[src/rtl/bps_pkg.sv]
`default_nettype none
// ---------------------------------------------------------------------------
// bps_pkg
// Shared types and constants of the Bezier path smoother.
// ---------------------------------------------------------------------------
package bps_pkg;

  localparam int unsigned CtrlW        = 7;
  localparam int unsigned ParamW       = 17;
  localparam int unsigned InDataW      = 88;
  localparam int unsigned OutDataW     = 64;
  localparam int unsigned MinPoints    = 4;
  localparam logic [CtrlW-1:0] CtrlCountReset = 7'd20;
  localparam logic [ParamW-1:0] TOne  = 17'd65536;

  localparam logic [1:0] ModeStart  = 2'd0;
  localparam logic [1:0] ModeAppend = 2'd1;
  localparam logic [1:0] ModeEval   = 2'd2;

  localparam logic [1:0] StOk       = 2'd0;
  localparam logic [1:0] StTooFew   = 2'd1;
  localparam logic [1:0] StOverflow = 2'd2;

  localparam logic RegCtrlCount = 1'b0;

  typedef enum logic [12:0] {
    StIdle   = 13'b0000000000001,
    StStore  = 13'b0000000000010,
    StCheck  = 13'b0000000000100,
    StDiv    = 13'b0000000001000,
    StCpRd   = 13'b0000000010000,
    StCpWr   = 13'b0000000100000,
    StRdA    = 13'b0000001000000,
    StLdA    = 13'b0000010000000,
    StRdB    = 13'b0000100000000,
    StLdB    = 13'b0001000000000,
    StMul    = 13'b0010000000000,
    StWr     = 13'b0100000000000,
    StResult = 13'b1000000000000
  } state_e;

  typedef struct packed {
    logic in_load;
    logic store;
    logic res_ovf;
    logic res_short;
    logic div_start;
    logic div_step;
    logic cp_first;
    logic cp_wr;
    logic rd_a;
    logic ld_a;
    logic ld_b;
    logic mul;
    logic wr;
    logic out_load;
  } cmd_t;

  typedef struct packed {
    logic ovf;
    logic short_path;
    logic div_busy;
    logic cp_last;
    logic pass_end;
    logic final_pass;
    logic out_free;
  } status_t;

endpackage
`default_nettype wire

[src/rtl/bps_ctrl.sv]
`default_nettype none
// ---------------------------------------------------------------------------
// bps_ctrl
// Sequencer: input transfer, store, control point selection, de Casteljau.
// ---------------------------------------------------------------------------
module bps_ctrl import bps_pkg::*; (
  input  wire logic       clk_i,
  input  wire logic       rst_ni,
  input  wire logic       s_tvalid_i,
  output logic            s_tready_o,
  input  wire logic [1:0] mode_i,
  input  wire status_t    status_i,
  output cmd_t            cmd_o
);

  state_e state_q, state_d;

  always_comb begin
    state_d    = state_q;
    cmd_o      = '0;
    s_tready_o = 1'b0;
    unique case (state_q)
      StIdle: begin
        s_tready_o = 1'b1;
        if (s_tvalid_i) begin
          cmd_o.in_load = 1'b1;
          case (mode_i) inside
            ModeStart, ModeAppend: state_d = StStore;
            ModeEval:              state_d = StCheck;
            default:               state_d = StIdle;
          endcase
        end
      end
      StStore: begin
        cmd_o.store = 1'b1;
        state_d     = StIdle;
      end
      StCheck: begin
        if (status_i.ovf) begin
          cmd_o.res_ovf = 1'b1;
          state_d       = StResult;
        end else if (status_i.short_path) begin
          cmd_o.res_short = 1'b1;
          state_d         = StResult;
        end else begin
          cmd_o.div_start = 1'b1;
          state_d         = StDiv;
        end
      end
      StDiv: begin
        if (status_i.div_busy) begin
          cmd_o.div_step = 1'b1;
        end else begin
          cmd_o.cp_first = 1'b1;
          state_d        = StCpRd;
        end
      end
      StCpRd: state_d = StCpWr;
      StCpWr: begin
        cmd_o.cp_wr = 1'b1;
        state_d     = status_i.cp_last ? StRdA : StCpRd;
      end
      StRdA: begin
        cmd_o.rd_a = 1'b1;
        state_d    = StLdA;
      end
      StLdA: begin
        cmd_o.ld_a = 1'b1;
        state_d    = StRdB;
      end
      StRdB: state_d = StLdB;
      StLdB: begin
        cmd_o.ld_b = 1'b1;
        state_d    = StMul;
      end
      StMul: begin
        cmd_o.mul = 1'b1;
        state_d   = StWr;
      end
      StWr: begin
        cmd_o.wr = 1'b1;
        if (status_i.pass_end && status_i.final_pass) begin
          state_d = StResult;
        end else if (status_i.pass_end) begin
          state_d = StRdA;
        end else begin
          state_d = StRdB;
        end
      end
      StResult: begin
        if (status_i.out_free) begin
          cmd_o.out_load = 1'b1;
          state_d        = StIdle;
        end
      end
      default: state_d = StIdle;
    endcase
  end

  always_ff @(posedge clk_i or negedge rst_ni) begin
    if (!rst_ni) begin
      state_q <= StIdle;
    end else begin
      state_q <= state_d;
    end
  end

endmodule
`default_nettype wire

[config.mk]
export PLATFORM = sky130hd
export DESIGN_NAME = bps_ctrl
export DESIGN_NICKNAME = d
export VERILOG_FILES = /design/src/rtl/bps_pkg.sv /design/src/rtl/bps_ctrl.sv
export SDC_FILE = /design/constraint.sdc
export NUM_CORES = 1
export LEC_CHECK = 0
export ABC_AREA = 0
export BUFFER_PORTS_ARGS = -buffer_cell sky130_fd_sc_hd__buf_2
export CAP_MARGIN = 20
export CELL_PAD_IN_SITES_DETAIL_PLACEMENT = 1
export CELL_PAD_IN_SITES_GLOBAL_PLACEMENT = 1
export CORE_MARGIN = 3
export CORE_UTILIZATION = 33
export DETAILED_ROUTE_END_ITERATION = 8
export PLACE_DENSITY = 0.72
export REMOVE_ABC_BUFFERS = 1
export SLEW_MARGIN = 20
export SYNTH_ARGS = -nofsm -noshare
export SYNTH_HDL_FRONTEND = slang
export SYNTH_SLANG_ARGS = --single-unit
[constraint.sdc]
create_clock -name clk_i -period 2.07 [get_ports clk_i]
set_input_delay 0.1035 -clock clk_i [delete_from_list [all_inputs] [get_ports clk_i]]
set_output_delay 0.1035 -clock clk_i [all_outputs]
set_load 0.01 [all_outputs]
---- After elaboration in Yosys (flattened, before gate mapping) ----
Index checks and enable logic that the tools add are counted.
Widths: inputs -> output; s select.
cells by class
  $add $sub $neg .......................... 0
  $mul .................................... 0
  div/mod/pow operators ................... 0
  order comparisons ....................... 0
  equal/unequal tests ..................... 18
  shift operators ......................... 0
  muxes and demuxes ....................... 31
  bitwise operators ....................... 0
  reductions and logical operators ........ 4
operators with widths
  cell                  count
  $pmux 13 s12          1
  $mux 13               6
  $mux 1                17
  $eq 13x1->1 const B   1
  $eq 13x10->1 const B  1
  $eq 13x11->1 const B  1
  $eq 13x12->1 const B  1
  $eq 13x13->1 const B  1
  $eq 13x2->1 const B   1
  $eq 13x3->1 const B   1
  $eq 13x4->1 const B   1
  $eq 13x5->1 const B   1
  $eq 13x6->1 const B   1
  $eq 13x7->1 const B   1
  $eq 13x8->1 const B   1
  $eq 13x9->1 const B   1
  $mux 3                3
  $mux 9                1
  $mux 7                1
  $ne 2x2->1 const B    3
  $mux 2                2
  $reduce_and 3->1      1
  $eq 2x1->1 const B    1
  $eq 2x2->1 const B    1
  3 further kinds       3
storage, ports and cells
  register bits after elaboration ......... 13
  latch bits .............................. 0
  memory bits (writable) .................. 0
  bits in read-only memories .............. 0
  memories ................................ 0

---- Depth between registers and ports, before layout ----
Gate-level depths: netlist of run 1.
  word-level depth ........................ 5
  depth in mapped cells ................... 6
  depth with buffers taken out ............ 5

---- Worst setup path before layout of run 1 ----
OpenSTA, ideal clock, no wires.
  path type ............................... reg-to-reg
  start ................................... reg state_q[11]
  end ..................................... reg state_q[2]
  setup time .............................. 0.080 ns
  data arrival time ....................... 1.956 ns
  required time ........................... 1.990 ns
  path slack .............................. 0.034 ns
  stages on the path, launching flop included .. 7
  path through ............................ dfrtp_1 -> buf_6 -> or4_4 -> or3_4 -> nor3b_4 -> nand2_1 -> nor3b_2
on the way
  longest elaborated chain between the ends .. 3
ends and longest elaborated chain
  item                                 RTL line         RTL
  start, declared                      bps_ctrl.sv:16   state_e state_q, state_d;
  start signal, assigned               bps_ctrl.sv:102  state_q <= StIdle;
  start signal, assigned               bps_ctrl.sv:104  state_q <= state_d;
  $eq 13x4->1 (tied with other cells)  bps_ctrl.sv:22   unique case (state_q)
  $ne 2x2->1 (no line)                 -
  $reduce_and 3->1 (no line)           -
Several ways; a longest one is shown, not always the timed one.
A chain may end at the register's enable or synchronous reset.

==> results of run 1 <==
-- cells by family (layout without fill, tap and decap cells) --
logic type	count (synthesis)	after routing	synth area share
flops	13	13	0.373
buf+inv	9	63	0.0486
xor+xnor	3	3	0.0300
compound gates	13	13	0.106
simple gates	60	60	0.443
-- cell usage after synthesis, drive strengths merged, types with 2 or more instances --
| master | n | share of area |
|---|---|---|
| nor2 | 13 | 0.056 |
| dfrtp | 12 | 0.34 |
| inv | 7 | 0.030 |
| nand2 | 7 | 0.030 |
| and3 | 6 | 0.044 |
| nor3 | 6 | 0.034 |
| nor3b | 5 | 0.061 |
| nor4b | 5 | 0.050 |
| nor4 | 3 | 0.039 |
| o21ai | 3 | 0.017 |
| or3 | 3 | 0.027 |
| xor2 | 3 | 0.030 |
| a211oi | 2 | 0.017 |
| a21o | 2 | 0.017 |
| nand3 | 2 | 0.011 |
| nand4 | 2 | 0.014 |
| nor2b | 2 | 0.014 |
| or4 | 2 | 0.026 |
-- stage by stage --
step | power, uW | setup WS [ps] | hold slack, ps | area, um^2 | utilization
after detailed placement | 649 | 25.4 | 17.8 | 1120 | 0.450
after global placement | 630 | 107 | 15.9 | 1120 | 0.450
final | 951 | -196 | 45.9 | 1370 | 0.546
after CTS | 919 | -141 | 46.4 | 1320 | 0.529
after global routing | 1010 | -259 | 69.4 | 1370 | 0.546
after floorplan | 512 | 41.7 | -192 | 860 | -
-- power by group through the flow --
stage               combinational [uW]  sequential, uW  clock (uW)
floorplan                          200             312           0
global placement                   317             313           0
detailed placement                 335             313           0
CTS                                441             311         167
global route                       506             318         184
finish                             468             315         168
-- layer usage --
metal / global-route usage / up-vias
li1: - / 469
met1: 0.235 / 496
met2: 0.365 / 19
met3: 0.0475 / 4
met4: 0.0530 / 0
met5: 0 / -
-- repair_timing --
item	in CTS	in global routing
setup endpoints to repair	13	18
hold buffers	3	0
setup buffers	8	3
pin swaps	11	4
hold endpoints to repair	15	0
cloned	0	0
gates resized for setup	18	6
-- critical path: cells and delay by family (launching register included) --
family / cells / cell delay, ps
buffers and inverters: 2 / 160
AND/OR/NAND/NOR: 4 / 1320
flip-flops: 1 / 390
-- cells in the final DEF, fill, tap and decap left out, types with 3 or more instances in the layout --
cell type,n
clkbuf_4,3
buf_4,21
o21ai_0,3
nor3b_2,3
dfrtp_1,12
nor3_1,3
nand2_1,6
xor2_1,3
buf_6,8
nor2_1,11
and3_4,3
buf_2,20
nor4b_1,4
dlygate4sd3_1,3
nor3_2,3
inv_1,6
and3_1,3
-- path summary, 6_finish.rpt --
kind | from | end | slack, ps | cells after the start
setup / recovery | state_q[12]$_DFFE_PN0P_ | cmd_o[13] | -200 | 6
hold / removal | status_i[1] | state_q[6]$_DFFE_PN0P_ | 50 | 2
setup reg to reg | state_q[12]$_DFFE_PN0P_ | state_q[2]$_DFFE_PN0P_ | -130 | 7
hold reg to reg | state_q[5]$_DFFE_PN0P_ | state_q[7]$_DFFE_PN0P_ | 590 | 2
max in group asynchronous | rst_ni | state_q[0]$_DFFE_PN1P_ | 1530 | 2
min in group asynchronous | rst_ni | state_q[7]$_DFFE_PN0P_ | 250 | 2
-- cell type report --
class                   count  share of cell area
repair buffers             52               0.277
inverters                   7              0.0192
well taps                  30              0.0275
multi-input cells          76               0.418
flip-flops and latches     13               0.239
clock buffers               4              0.0192
==> metrics.md, run 1 <==
| Metric | Value |
|---|---|
| Worst Path Class, Setup | `flop to output pin` |
| Share of cells above drive strength 1 | `0.507` |
| Status | `complete, but fails checks` |
| Final wirelength | `around 3200 um` |
| Core area | `about 2500 um^2` |
| Tot GR Track Use | `0.201` |
| Crit path setup slack, layout | `-196 ps` |
| Max Cap Viol | `0` |
| Worst Skew | `around 3.0 ps` |
| RSZ-0062 raised after global routing | `yes` |
| # diodes | `0` |
| Die H | `~58 um` |
| WL/cell | `17.5 um` |
| CP endpoint kind | `output pin` |
| Number of synthesized flops with an enable pin | `0` |
| I/O Buffers | `26` |
| CTS Buffer Depth | `2` |
| CTS buffer count | `3` |
| Final Net Count | `between 150 and 200` |
| Clock share of power | `0.177` |
| Routed vias | `988` |
| Global-route wire length before repair | `5110 um` |
| Crit start category | `flop` |
| Primary FF master, synth | `dfrtp_1` |
| Highest routed layer | `met4` |
| Vias in the first global route | `about 1100` |
| Met2 Wirelength | `approximately 1700 um` |
| Antenna Violating Nets Remaining | `0` |
| Failing checks | `setup timing` |
| Worst slew pin tran | `roughly 380 ps` |
| Die Span X | `57.5 um` |
| Starting Density | `0.350` |
| Register area share after synthesis | `0.373` |
| Flops & latches, synth | `13` |
| Critical Path RT | `around 2000 ps` |
| Finished Layout Cells | `around 180` |
| Ports | `27` |
| CP max-delay cell | `or4_4` |
| Fmax | `around 0.44 GHz` |
| Row count | `18` |
| Final-report hold violation count | `0` |
| CTS sink cnt | `13` |
| Seq pwr share | `0.331` |
| Setup TNS | `-1010 ps` |
| Net Sw Power | `about 350 uW` |
| Yosys warning total | `0` |
| Root buffer cell | `clkbuf_4` |
| Yosys cell types | `36` |
| GP Congestion | `around 0.82` |
| Peak supply drop | `0.397 mV` |
| CP Cell Sequence | `or4_4 > or3_4 > nor3b_4 > nand2_2 > inv_2 > buf_6` |
| M1 WL | `~1300 um` |
| Min-Delay Path Class | `primary input to flop` |
| Leakage | `around 0.00070 uW` |
| Fraction of registers with async set/reset | `1.00` |
| WL met3 | `about 100 um` |
| Pwr Density | `about 700 nW/um^2` |
| CP arrival | `between 2000 and 2500 ps` |
| P_int | `601 uW` |
| Final Max Tran Viols | `0` |
| Layout area overhead | `55.9%` |
| CTS tree | `done` |
| Remaining DRCs | `0` |
| H-Tree Depth | `1` |
| Worst skew pair latency | `between 200 and 300 ps` |
| Post-route clock period utilization | `1.09` |
| Via/cell ratio | `between 5 and 6` |
| Clock slew at reported path FFs | `about 90 ps` |
| Worst path max stage delay | `between 500 and 600 ps` |
| Final worst path period need | `roughly 2300 ps` |
| Worst-path fanout max | `3` |
| Drt first-iter violations | `22` |
| Final setup viols | `11` |
| Most flop-heavy register | `state_q` |
| Multi-input combinational cell area | `between 500 and 600 um^2` |
| Max-Slew Margin vs Limit | `0.744` |
| DIE AREA | `between 3000 and 4000 um^2` |
| Register area | `approximately 330 um^2` |
| Synthesized area | `876 um^2` |
| Comb pwr share | `0.492` |
| Post-DP HPWL | `between 2000 and 2500 um` |
| Largest net degree at the start of global routing | `14` |
| Fillers | `between 300 and 400` |
| Net Sw Frac | `0.368` |
| Initial antenna violation count | `0` |
| Synthesized netlist cell count | `between 90 and 100` |
| Syn avg cell area | `between 8 and 9 um^2` |
| Max FFs per register | `13` |
| DRT Pass-1 Iters | `3` |
| Largest regs | `state_q x13` |
| Grt ovf | `0` |
| Placed Cells | `around 170` |
Note: power is estimated with default switching activity, not from simulation.
==> run 2: changes to the inputs <==
--- a/config.mk
+++ b/config.mk
@@ -10,7 +10,6 @@
 export CAP_MARGIN = 20
 export CELL_PAD_IN_SITES_DETAIL_PLACEMENT = 1
 export CELL_PAD_IN_SITES_GLOBAL_PLACEMENT = 1
-export CORE_MARGIN = 3
 export CORE_UTILIZATION = 33
 export DETAILED_ROUTE_END_ITERATION = 8
 export PLACE_DENSITY = 0.72
==> metrics.md, run 2 (synthesized netlist as in run 1, its figures left out) <==
| Metric | Value |
|---|---|
| Tot GR Track Use | `0.222 (was 0.201)` |
| Worst hold start | `status_i[1] (unchanged)` |
| Fmax | `0.438 GHz (was 0.441 GHz)` |
| Crit start category | `flop (unchanged)` |
| CP arrival | `2180 ps (was 2160 ps)` |
| Final setup viols | `9 (was 11)` |
| DIE AREA | `2860 um^2 (was 3310 um^2)` |
| Utilization after layout | `0.528 (was 0.546)` |
| Reg2reg setup slack | `-80 ps (was -130 ps)` |
| Worst Path Class, Setup | `flop to output pin (unchanged)` |
| Pwr Density | `689 nW/um^2 (was 697 nW/um^2)` |
| CTS Buffer Depth | `2 (unchanged)` |
| Max-Slew Margin vs Limit | `0.768 (was 0.744)` |
| Grt ovf | `0 (unchanged)` |
| Layout area overhead | `50.6% (was 55.9%)` |
| Routed vias | `948 (was 988)` |
| Remaining DRCs | `0 (unchanged)` |
| Net Sw Frac | `0.383 (was 0.368)` |
| Initial antenna violation count | `0 (unchanged)` |
| Failing checks | `setup timing (unchanged)` |
| Final Max Tran Viols | `0 (unchanged)` |
| Worst skew pair latency | `290 ps (was 280 ps)` |
| Final Net Count | `159 (was 165)` |
| WHS Path Cells | `2 (unchanged)` |
| CP Cell Sequence | `or4_4 > or3_4 > nor3b_4 > nand2_2 > inv_1 > buf_2 (was or4_4 > or3_4 > nor3b_4 > nand2_2 > inv_2 > buf_6)` |
| Final worst path period need | `2280 ps (was 2270 ps)` |
| Leakage | `0.000675 uW (was 0.000699 uW)` |
| Antenna Violating Nets Remaining | `0 (unchanged)` |
| Largest regs | `state_q x13 (unchanged)` |
| Most flop-heavy register | `state_q (unchanged)` |
| Critical Path RT | `1970 ps (about the same)` |
| Drt first-iter violations | `20 (was 22)` |
| Post-route cell area | `1320 um^2 (was 1370 um^2)` |
| Die Span X | `53.5 um (was 57.5 um)` |
| Final-report hold violation count | `0 (unchanged)` |
| Clock share of power | `0.190 (was 0.177)` |
| Commonest non-fill, non-tap cell in the layout | `buf_2 (was buf_4)` |
| Path depth of the worst reg2reg path | `7 (unchanged)` |
| Worst-path fanout max | `3 (unchanged)` |
| Seq pwr share | `0.350 (was 0.331)` |
| DRT Pass-1 Iters | `4 (was 3)` |
| Largest net degree at the start of global routing | `14 (unchanged)` |
| Post-route clock period utilization | `1.10 (was 1.09)` |
| Root buffer cell | `clkbuf_4 (unchanged)` |
| Row count | `18 (unchanged)` |
| WHS Endpoint | `state_q[6]$_DFFE_PN0P_ (unchanged)` |
| Max FFs per register | `13 (unchanged)` |
| CTS tree | `done (unchanged)` |
| Min-Delay Path Class | `primary input to flop (unchanged)` |
| Crit path setup slack, layout | `-214 ps (was -196 ps)` |
| Vias in the first global route | `964 (was 1088)` |
| CTS buffer count | `3 (unchanged)` |
| Share of cells above drive strength 1 | `0.500 (was 0.507)` |
| WL/cell | `15.9 um (was 17.5 um)` |
| Via/cell ratio | `5.39 (was 5.43)` |
| P_int | `561 uW (was 601 uW)` |
| Worst path max stage delay | `570 ps (was 580 ps)` |
| GP Congestion | `0.802 (was 0.823)` |
| Ports | `27 (unchanged)` |
| Post-DP HPWL | `1980 um (was 2210 um)` |
| Peak supply drop | `0.444 mV (was 0.397 mV)` |
| CTS sink cnt | `13 (unchanged)` |
| Die H | `53.5 um (was 57.5 um)` |
| Core area | `2500 um^2 (unchanged)` |
| H-Tree Depth | `1 (unchanged)` |
| I/O Buffers | `26 (unchanged)` |
| CP endpoint kind | `output pin (unchanged)` |
| Net Sw Power | `348 uW (was 350 uW)` |
| Worst r2r src | `state_q[12]$_DFFE_PN0P_ (unchanged)` |
| CP max-delay cell | `or4_4 (unchanged)` |
| Status | `complete, but fails checks (unchanged)` |
| RSZ-0062 raised after global routing | `yes (unchanged)` |
| Worst slew pin tran | `343 ps (was 379 ps)` |
| Post-place instance area | `1110 um^2 (was 1120 um^2)` |
| Reg2Reg Capture Point | `state_q[2]$_DFFE_PN0P_ (unchanged)` |
| Max Cap Viol | `0 (unchanged)` |
| Fillers | `303 (was 316)` |
| # diodes | `0 (unchanged)` |
| Comb pwr share | `0.460 (was 0.492)` |
| Commonest cells after routing, fill and taps aside | `23 x buf_2, 16 x buf_4, 12 x dfrtp_1 (was 21 x buf_4, 20 x buf_2, 12 x dfrtp_1)` |
| Worst Skew | `2.65 ps (was 2.98 ps)` |
| Final wirelength | `2790 um (was 3180 um)` |
| Clock slew at reported path FFs | `90 ps (about the same)` |
| Starting Density | `0.350 (unchanged)` |
| CP startpoint | `state_q[12]$_DFFE_PN0P_ (unchanged)` |
| Global-route wire length before repair | `4470 um (was 5110 um)` |
-- run 2: routing by layer --
layer / wire (um) / vias to the layer above / GRT usage
li1: - / 457 / -
met1: 1220 / 461 / 0.263
met2: 1440 / 23 / 0.385
met3: 81 / 7 / 0.0374
met4: 58 / 0 / 0.105
met5: 0 / - / 0
-- run 2: timing repair --
action	4_1_cts	5_1_grt
cloned	0	0
hold buffers	3	0
setup endpoints to repair	14	17
hold endpoints to repair	15	0
gates resized for setup	12	11
pin swaps	9	4
buffers inserted	3	3
-- run 2: power by group through the flow --
stage / registers [uW] / clock network, uW / logic, uW
after floorplan: 312 / 0 / 200
after global placement: 312 / 0 / 313
after detailed placement: 316 / 0 / 325
after CTS: 312 / 180 / 362
after global routing: 321 / 188 / 446
final: 318 / 173 / 418
-- run 2: area by class of cell --
type                    instances  area [um^2]  area share
well taps                      30         37.5      0.0285
clock inverters                 1         5.00     0.00380
inverters                       7         26.3      0.0199
clock buffers                   3         22.5      0.0171
multi-input cells              76          591       0.448
flip-flops and latches         13          327       0.248
repair buffers                 46          310       0.235
-- run 2: worst max path at each step --
stage | end | slack [ps]
2_1_floorplan | state_q[2]$_DFFE_PN0P_ | 40
3_3_place_gp | cmd_o[13] | 110
3_5_place_dp | cmd_o[13] | 70
4_1_cts | cmd_o[13] | -140
5_1_grt | cmd_o[13] | -290
6_report | cmd_o[13] | -210
-- run 2: per-stage QoR --
step	power (uW)	instances	hold WS (ps)	setup WS (ps)	setup TNS, ps
global route	955	176	55.8	-294	-1450
floorplan	512	96	-192	41.7	0
global placement	625	163	9.07	107	0
CTS	854	173	27.0	-144	-415
finish	908	176	35.5	-214	-674
detailed placement	642	163	24.1	72.4	0
-- run 2: worst max-delay path: cells and delay by family, from the launching register on --
family	cells	cell delay, ps
simple gates	4	1300
flops	1	400
buf+inv	2	210
==> run 3: changes to the inputs <==
--- a/config.mk
+++ b/config.mk
@@ -8,7 +8,7 @@
 export ABC_AREA = 0
 export BUFFER_PORTS_ARGS = -buffer_cell sky130_fd_sc_hd__buf_2
 export CAP_MARGIN = 20
-export CELL_PAD_IN_SITES_DETAIL_PLACEMENT = 1
+export CELL_PAD_IN_SITES_DETAIL_PLACEMENT = 0
 export CELL_PAD_IN_SITES_GLOBAL_PLACEMENT = 1
 export CORE_UTILIZATION = 33
 export DETAILED_ROUTE_END_ITERATION = 8
==> metrics.md, run 3 (synthesized netlist as in run 1, its figures left out) <==
| Metric | Value |
|---|---|
| Commonest cells after routing, fill and taps aside | `22 x buf_2, 15 x buf_4, 12 x dfrtp_1 (was 23 x buf_2, 16 x buf_4, 12 x dfrtp_1)` |
| CP arrival | `2120 ps (was 2180 ps)` |
| Global-route wire length before repair | `3820 um (was 4470 um)` |
| CP Cell Sequence | `or4_4 > or3_4 > nor3b_4 > nand2_2 > inv_2 > buf_6 (was or4_4 > or3_4 > nor3b_4 > nand2_2 > inv_1 > buf_2)` |
| I/O Buffers | `26 (unchanged)` |
| CTS tree | `done (unchanged)` |
| Grt ovf | `0 (unchanged)` |
| Remaining DRCs | `0 (unchanged)` |
| Max-Slew Margin vs Limit | `0.759 (was 0.768)` |
| Die Span X | `53.5 um (unchanged)` |
| Max Cap Viol | `0 (unchanged)` |
| Commonest non-fill, non-tap cell in the layout | `buf_2 (unchanged)` |
| P_int | `550 uW (was 561 uW)` |
| Core area | `2500 um^2 (unchanged)` |
| Worst path max stage delay | `570 ps (about the same)` |
| Critical Path RT | `1970 ps (about the same)` |
| Share of cells above drive strength 1 | `0.479 (was 0.500)` |
| DRT Pass-1 Iters | `4 (unchanged)` |
| Root buffer cell | `clkbuf_4 (unchanged)` |
| Met2 Wirelength | `1160 um (was 1440 um)` |
| Routed vias | `918 (was 948)` |
| Die H | `53.5 um (unchanged)` |
| Final setup viols | `10 (was 9)` |
| M1 WL | `1070 um (was 1220 um)` |
| CP endpoint kind | `output pin (unchanged)` |
| Initial antenna violation count | `0 (unchanged)` |
| Net Sw Frac | `0.356 (was 0.383)` |
| Worst Path Class, Setup | `flop to output pin (unchanged)` |
| Worst-path fanout max | `3 (unchanged)` |
| Largest regs | `state_q x13 (unchanged)` |
| Worst skew pair latency | `280 ps (was 290 ps)` |
| Worst Skew | `4.17 ps (was 2.65 ps)` |
| Via/cell ratio | `5.28 (was 5.39)` |
| # diodes | `0 (unchanged)` |
| Drt first-iter violations | `4 (was 20)` |
| Seq pwr share | `0.365 (was 0.350)` |
| Pwr Density | `665 nW/um^2 (was 689 nW/um^2)` |
| CTS sink cnt | `13 (unchanged)` |
| Clock share of power | `0.195 (was 0.190)` |
| Final worst path period need | `2220 ps (was 2280 ps)` |
| Final Max Tran Viols | `0 (unchanged)` |
| Fillers | `232 (was 303)` |
| Crit path setup slack, layout | `-149 ps (was -214 ps)` |
| WL/cell | `13.4 um (was 15.9 um)` |
| DIE AREA | `2860 um^2 (unchanged)` |
| Utilization after layout | `0.514 (was 0.528)` |
| Leakage | `0.000659 uW (was 0.000675 uW)` |
| DP Worst Slack | `75.6 ps (was 72.4 ps)` |
| Peak supply drop | `0.464 mV (was 0.444 mV)` |
| Antenna Violating Nets Remaining | `0 (unchanged)` |
| CP max-delay cell | `or4_4 (unchanged)` |
| Ports | `27 (unchanged)` |
| Post-route clock period utilization | `1.07 (was 1.10)` |
| Comb pwr share | `0.440 (was 0.460)` |
| Largest net degree at the start of global routing | `14 (unchanged)` |
| Failing checks | `setup timing (unchanged)` |
| CTS buffer count | `3 (unchanged)` |
| Post-DP HPWL | `1770 um (was 1980 um)` |
| Layout area overhead | `46.7% (was 50.6%)` |
| Fmax | `0.451 GHz (was 0.438 GHz)` |
| GP Congestion | `0.802 (unchanged)` |
| Final Net Count | `157 (was 159)` |
| Tot Pwr | `855 uW (was 908 uW)` |
| Status | `complete, but fails checks (unchanged)` |
| Net Sw Power | `304 uW (was 348 uW)` |
| RSZ-0062 raised after global routing | `yes (unchanged)` |
| H-Tree Depth | `1 (unchanged)` |
| WL met3 | `78 um (was 81 um)` |
| Highest routed layer | `met4 (unchanged)` |
| Final wirelength | `2330 um (was 2790 um)` |
| Tot GR Track Use | `0.189 (was 0.222)` |
| Final-report hold violation count | `0 (unchanged)` |
| Most flop-heavy register | `state_q (unchanged)` |
| Worst slew pin tran | `357 ps (was 343 ps)` |
| Clock slew at reported path FFs | `80 ps (was 90 ps)` |
| Min-Delay Path Class | `primary input to flop (unchanged)` |
| CTS Buffer Depth | `2 (unchanged)` |
| Vias in the first global route | `842 (was 964)` |
| Starting Density | `0.350 (unchanged)` |
| Max FFs per register | `13 (unchanged)` |
| Row count | `18 (unchanged)` |
| Crit start category | `flop (unchanged)` |
run 3: critical path: cells and delay by family (launching register included):
family | cells | cell delay [ps]
and+or+nand+nor | 4 | 1300
DFF | 1 | 390
buffers and inverters | 2 | 140
run 3: per-layer routing:
layer  up-vias  track usage
li1        451            -
met1       446        0.239
met2        17        0.319
met3         4       0.0431
met4         0       0.0526
met5         -            0
run 3: path summary, 6_finish.rpt:
path | from | end | slack, ps | cells after the start
worst max register to register | state_q[8]$_DFFE_PN0P_ | state_q[2]$_DFFE_PN0P_ | -90 | 7
worst max-delay path | state_q[8]$_DFFE_PN0P_ | cmd_o[13] | -150 | 6
worst min-delay path | status_i[1] | state_q[6]$_DFFE_PN0P_ | 30 | 2
min in group asynchronous | rst_ni | state_q[9]$_DFFE_PN0P_ | 240 | 2
max in group asynchronous | rst_ni | state_q[0]$_DFFE_PN1P_ | 1540 | 2
worst min register to register | state_q[4]$_DFFE_PN0P_ | state_q[7]$_DFFE_PN0P_ | 570 | 2
run 3: power groups by stage:
stage                     registers, uW  clock network, uW  logic [uW]
after floorplan                     312                  0         200
after global placement              312                  0         313
after detailed placement            313                  0         316
after CTS                           309                175         350
after global routing                317                185         413
final                               312                167         376
run 3: cell type report:
class	instances	area [um^2]	share of cell area
timing repair buffer	44	298	0.232
multi-input combinational	76	571	0.444
sequential	13	327	0.254
clock buffer	4	26.3	0.0204
inverter	7	26.3	0.0204
tap	30	37.5	0.0292
run 3: stage by stage:
| stage | hold WS [ps] | std cells | setup TNS [ps] | cell area, um^2 |
|---|---|---|---|---|
| 2_1_floorplan | -192 | 96 | 0 | 860 |
| 3_3_place_gp | 9.07 | 163 | 0 | 1110 |
| 3_5_place_dp | 21.3 | 163 | 0 | 1110 |
| 4_1_cts | 22.2 | 173 | -308 | 1240 |
| 5_1_grt | 52.9 | 174 | -1210 | 1280 |
| 6_report | 25.9 | 174 | -456 | 1280 |
run 3: what timing repair did:
item,CTS,global route
cloned,0,0
endpoints found under the setup margin,11,13
hold endpoints to repair,15,0
gates resized for setup,12,8
hold buffers,3,0
pin swaps,9,7
buffers inserted,3,1
